**src/hw/rtl/dwt1d_pkg.sv**
```systemverilog
`default_nettype none
package dwt1d_pkg;

  localparam int MAX_LENGTH_DEF = 64;
  localparam int MAX_TAPS_DEF   = 6;

  localparam int DATA_W    = 32;
  localparam int TAP_W     = 16;
  localparam int PROD_W    = DATA_W + TAP_W;
  localparam int ACC_W     = PROD_W + 4;
  localparam int CFG_W     = 7;
  localparam int CFG_IDX_W = 3;
  localparam int LVL_W     = 3;
  localparam int KIND_W    = 2;
  localparam int TLEN_W    = 3;

  typedef enum logic [CFG_IDX_W-1:0] {
    REG_FILTER_KIND = 3'd0,
    REG_LEVELS      = 3'd1,
    REG_INVERSE     = 3'd2,
    REG_TAPS_STORED = 3'd3,
    REG_ORIG_LEN    = 3'd4
  } cfg_reg_t;

  localparam logic [KIND_W-1:0] KIND_HAAR = 2'd0;
  localparam logic [KIND_W-1:0] KIND_DB2  = 2'd1;
  localparam logic [KIND_W-1:0] KIND_DB3  = 2'd2;

  localparam logic [1:0] BANK_LO  = 2'd0;
  localparam logic [1:0] BANK_HI  = 2'd1;
  localparam logic [1:0] BANK_ILO = 2'd2;
  localparam logic [1:0] BANK_IHI = 2'd3;

  typedef logic signed [TAP_W-1:0] tap_t;

  typedef struct packed {
    logic clr;
    logic mul;
    logic acc;
  } mac_ctrl_t;

  localparam tap_t HAAR_TAPS [4][6] = '{
    '{16'sd23170, 16'sd23170, 16'sd0, 16'sd0, 16'sd0, 16'sd0},
    '{-16'sd23170, 16'sd23170, 16'sd0, 16'sd0, 16'sd0, 16'sd0},
    '{16'sd23170, 16'sd23170, 16'sd0, 16'sd0, 16'sd0, 16'sd0},
    '{16'sd23170, -16'sd23170, 16'sd0, 16'sd0, 16'sd0, 16'sd0}
  };

  localparam tap_t DB2_TAPS [4][6] = '{
    '{-16'sd4240, 16'sd7345, 16'sd27411, 16'sd15826, 16'sd0, 16'sd0},
    '{-16'sd15826, 16'sd27411, -16'sd7345, -16'sd4240, 16'sd0, 16'sd0},
    '{16'sd15826, 16'sd27411, 16'sd7345, -16'sd4240, 16'sd0, 16'sd0},
    '{-16'sd4240, -16'sd7345, 16'sd27411, -16'sd15826, 16'sd0, 16'sd0}
  };

  localparam tap_t DB3_TAPS [4][6] = '{
    '{16'sd1154, -16'sd2800, -16'sd4424, 16'sd15069, 16'sd26440, 16'sd10901},
    '{-16'sd10901, 16'sd26440, -16'sd15069, -16'sd4424, 16'sd2800, 16'sd1154},
    '{16'sd10901, 16'sd26440, 16'sd15069, -16'sd4424, -16'sd2800, 16'sd1154},
    '{16'sd1154, 16'sd2800, -16'sd4424, -16'sd15069, 16'sd26440, -16'sd10901}
  };

  function automatic logic [TLEN_W-1:0] tap_len(input logic [KIND_W-1:0] kind);
    logic [TLEN_W-1:0] l;
    case (kind)
      KIND_HAAR: l = 3'd2;
      KIND_DB2:  l = 3'd4;
      default:   l = 3'd6;
    endcase
    return l;
  endfunction

  function automatic tap_t tap_value(input logic [KIND_W-1:0] kind, input logic [1:0] bank,
                                     input logic [TLEN_W-1:0] idx);
    tap_t v;
    v = '0;
    if (idx < 3'd6) begin
      case (kind)
        KIND_HAAR: v = HAAR_TAPS[bank][idx];
        KIND_DB2:  v = DB2_TAPS[bank][idx];
        default:   v = DB3_TAPS[bank][idx];
      endcase
    end
    return v;
  endfunction

endpackage
`default_nettype wire

```
**src/hw/rtl/dwt1d_mac.sv**
```systemverilog
`default_nettype none
module dwt1d_mac (
  input  wire                                clk,
  input  dwt1d_pkg::mac_ctrl_t               ctrl,
  input  wire  signed [dwt1d_pkg::DATA_W-1:0] data,
  input  dwt1d_pkg::tap_t                    tap,
  output logic signed [dwt1d_pkg::DATA_W-1:0] sat_value
);
  import dwt1d_pkg::*;

  localparam int SH_W = ACC_W - 15;

  logic signed [PROD_W-1:0] prod_r;
  logic signed [ACC_W-1:0]  acc_r;
  logic signed [ACC_W-1:0]  rnd;
  logic signed [SH_W-1:0]   shifted;

  always_ff @(posedge clk) begin
    if (ctrl.mul) prod_r <= data * tap;
    if (ctrl.clr) acc_r <= '0;
    else if (ctrl.acc) acc_r <= acc_r + ACC_W'(prod_r);
  end

  assign rnd     = acc_r + ACC_W'(16384);
  assign shifted = rnd[ACC_W-1:15];

  always_comb begin
    if (shifted > SH_W'(64'sd2147483647)) sat_value = 32'sh7fffffff;
    else if (shifted < -SH_W'(64'sd2147483648)) sat_value = 32'sh80000000;
    else sat_value = shifted[DATA_W-1:0];
  end
endmodule
`default_nettype wire

```
**config.mk**
```make
export PLATFORM = sky130hd
export DESIGN_NAME = dwt1d_mac
export DESIGN_NICKNAME = d
export VERILOG_FILES = /design/src/hw/rtl/dwt1d_pkg.sv /design/src/hw/rtl/dwt1d_mac.sv
export SDC_FILE = /design/constraint.sdc
export NUM_CORES = 2
export LEC_CHECK = 0
export BUFFER_PORTS_ARGS = -buffer_cell sky130_fd_sc_hd__buf_4
export CAP_MARGIN = 20
export CORE_ASPECT_RATIO = 1.1
export CORE_MARGIN = 2
export CORE_UTILIZATION = 50
export CTS_BUF_LIST = sky130_fd_sc_hd__clkbuf_4
export DETAILED_ROUTE_END_ITERATION = 16
export PLACE_DENSITY_LB_ADDON = 0.12
export SLEW_MARGIN = 20
export SYNTH_ARGS = -nofsm -noshare
export SYNTH_HDL_FRONTEND = slang
export SYNTH_SLANG_ARGS = --single-unit
```
**constraint.sdc**
```tcl
create_clock -name clk -period 8.8 [get_ports clk]
set_input_delay 0.88 -clock clk [delete_from_list [all_inputs] [get_ports clk]]
set_output_delay 0.88 -clock clk [all_outputs]
set_load 0.005 [all_outputs]
```
==> impl_results.md <==
- Routability Congestion: 0.912
- Pre-Repair DR Iteration Count: 5
- Crit end category: register
- Maximum clock insertion buffer count: 2
- Vias: 18,900
- Average cell area after synthesis: 8.72 µm²
- Synth Flop Type: dfxtp_1
- Worst reg-to-reg path cell count: 12
- Clock root buffer: clkbuf_4
- Net count after synthesis: 3,610
- Reg-to-Reg Start: acc_r[0]
- Synth cell count leaders: inv_1, fa_1, nand2_1
- Total CTS buffers: 9
- Most numerous cell in the Yosys netlist: inv_1
- Max-slew violation count: 0
- Post-synthesis cell area: 0.0253 mm²
- Hold_sp: acc_r[12]
- CTS resizes: 0
- Post-synth top area share: 38.5%
- CP max stage cell: fa_1
- # clock sinks: 100
- Worst skew pair latency: 530 ps
- Critical Path RT: 9070 ps
- Worst hold endpoint: acc_r[12]
- Worst reg2reg setup slack: 5150 ps
- Slowest cell delay on critical path: 550 ps
- Area grow syn2layout: 4.38%
- Number of synthesized flops with an enable pin: 48
- Hold Path Stages: 2
- Yosys Warn Count: 0
- Max cap viols: 0
- Die Height: 240 µm
- Distinct cells, synth: 86
- Initial antenna violation count: 1
- Vias per Instance: 5.33
- CTS tree: yes
- CP Max Fanout: 32
- Routed Antenna Nets: 0
- CTS clk-pin slew, worst paths: 170 ps
- Worst slew margin: 32.8%
- Final worst path period share: 78.6%
- Cell type with the largest total area after synthesis: fa_1
- Fillers: 4,718
- #FFs+latches synth: 100
- Die Area: 0.0525 mm²
- Setup crit start: tap[9]
- Vias in the first global route: 20,000
- Global Route Usage Sum: 24.9%
- Layout Nets: 3,580
- Seq/Total Area, Yosys: 9.80%
- Share of flip-flops with an asynchronous set or reset: 0%
- Worst Skew: 34.6 ps
- Largest net degree at the start of global routing: 58
- Crit Reg-Reg Endpoint: acc_r[50]
- Die Wd: 219 µm
- Final setup violation count: 0
- I/O Pins: 84
- Mapped Cells: 2,905
- Setup TNS: 0 ps
- Worst path most repeated cell: fa_1
- H-tree depth: 3
- Hold Path Class: register to register
- Worst EP arrival: 7180 ps
- # DRC: 0
- Final Hold Fails: 0
- Outcome: finished clean
- Crit-path cells: buf_4 -> nand2_1 -> fa_1 -> inv_1 -> fa_1 -> inv_1 -> fa_1 -> inv_1 -> fa_1 -> fa_1 -> inv_1 -> fa_1 -> inv_1 -> ha_1 -> a21oi_1 -> o21ai_0 -> a41o_1 -> o31ai_2 -> a2111oi_2 -> a211oi_2 -> o311ai_0 -> a21oi_1 -> xnor2_1
- Fmax: 145 MHz
- Total gr overflow: 0
- Crit path launch type: primary input
- Initial core utilization: 50.6%
- Area contributors post-synth: fa_1, inv_1, ha_1
- Core Area: 0.0500 mm²
- Layout cells sized above 1: 5.38%
- Wire length per cell: 17.5 µm
- Final WL: 62,100 µm
- Post-CTS Setup Inserts: 0
- Detailed Place HPWL: 50,800 µm
- Port bufs: 83
- Post-route minimum period: 6920 ps
- Crit Path Class: primary input to register
- Global-route wire length before repair: 104,000 µm
- CTS Hold Bufs: 0
- Core Rows: 86
- Drt initial violations: 957
- Unrepaired setup endpoints after global routing: false
- Pin slew with the least headroom to its limit: 1010 ps
[kinds of logic (layout without fill, tap and decap cells)]
| logic type | count (synthesis) | after routing | share of synthesized area, % |
|---|---|---|---|
| xor gates and xnor gates | 108 | 108 | 3.73 |
| buffers and inverters | 743 | 718 | 11.1 |
| DFF | 100 | 100 | 9.80 |
| AOI/OAI and AO/OA | 398 | 398 | 10.8 |
| muxes | 27 | 27 | 1.09 |
| adders and majority gates | 653 | 653 | 46.7 |
| and+or+nand+nor | 876 | 876 | 16.8 |
| other | 0 | 1 | 0 |
[cells in the final DEF (no fill, tap or decap), types with 23 or more instances in the layout]
| cell | synthesis | final |
|---|---|---|
| inv_1 | 615 | 615 |
| xnor2_1 | 60 | 60 |
| o21ai_0 | 58 | 58 |
| buf_4 | 0 | 85 |
| and2_1 | 216 | 216 |
| edfxtp_1 | 48 | 48 |
| a21o_1 | 54 | 54 |
| xor2_1 | 48 | 48 |
| fa_1 | 487 | 487 |
| a21oi_1 | 105 | 105 |
| nor2_1 | 114 | 114 |
| and3_1 | 23 | 23 |
| mux2i_1 | 25 | 25 |
| dfxtp_1 | 52 | 52 |
| nor3_1 | 32 | 32 |
| nand2_1 | 365 | 365 |
| nand3_1 | 40 | 40 |
| ha_1 | 166 | 166 |
[flip-flops by register name (all words and copies together) (netlist names)]
signal  cells
acc_r      52
prod_r     48
[final cells by class]
type                    instances  area, µm²  area share [%]
multi-input cells            2062      20100            75.8
clock buffers                   9       67.6           0.255
flip-flops and latches        100       2480            9.38
inverters                     617       2320            8.76
clock inverters                 7       66.3           0.251
well taps                     660        826            3.12
repair buffers                 85        638            2.41
diodes                          1       2.50         0.00946
[through the flow]
step | setup WS [ps] | utilization (%) | instances | area [µm²] | hold slack (ps)
final | 1880 | 52.9 | 3541 | 26500 | 501
after global routing | 1590 | 52.9 | 3541 | 26500 | 523
after CTS | 1900 | 52.9 | 3540 | 26400 | 504
after detailed placement | 1320 | 52.6 | 3524 | 26300 | 483
after global placement | 1300 | 52.6 | 3524 | 26300 | 476
after floorplan | 1970 | - | 2905 | 25300 | 465
[worst max-delay path: cells and delay by family]
family / cells / cell delay (ps)
fa+ha+maj: 7 / 3460
buf+inv: 6 / 560
compound gates: 8 / 2000
xor+xnor: 1 / 90
simple gates: 1 / 140
[layer usage]
metal  share of wire (%)  GRT usage, %  vias up
met5                   0             0        -
met4                 1.6          5.17        0
met3                 6.9          4.44       61
met2                  45          39.5      544
met1                  47          35.8     9310
li1                    -             -     8962
[worst max path at each step]
stage	endpoint	slack, ps	cells past startpoint
after CTS	prod_r[43]	1900	23
final	prod_r[47]	1880	23
after global placement	prod_r[47]	1300	23
after detailed placement	prod_r[43]	1320	23
after floorplan	prod_r[47]	1970	23
after global routing	prod_r[40]	1590	21
Power is left out: the tool's default activity adds up to more than one toggle a clock period on the data nets, which glitch-free logic cannot reach.
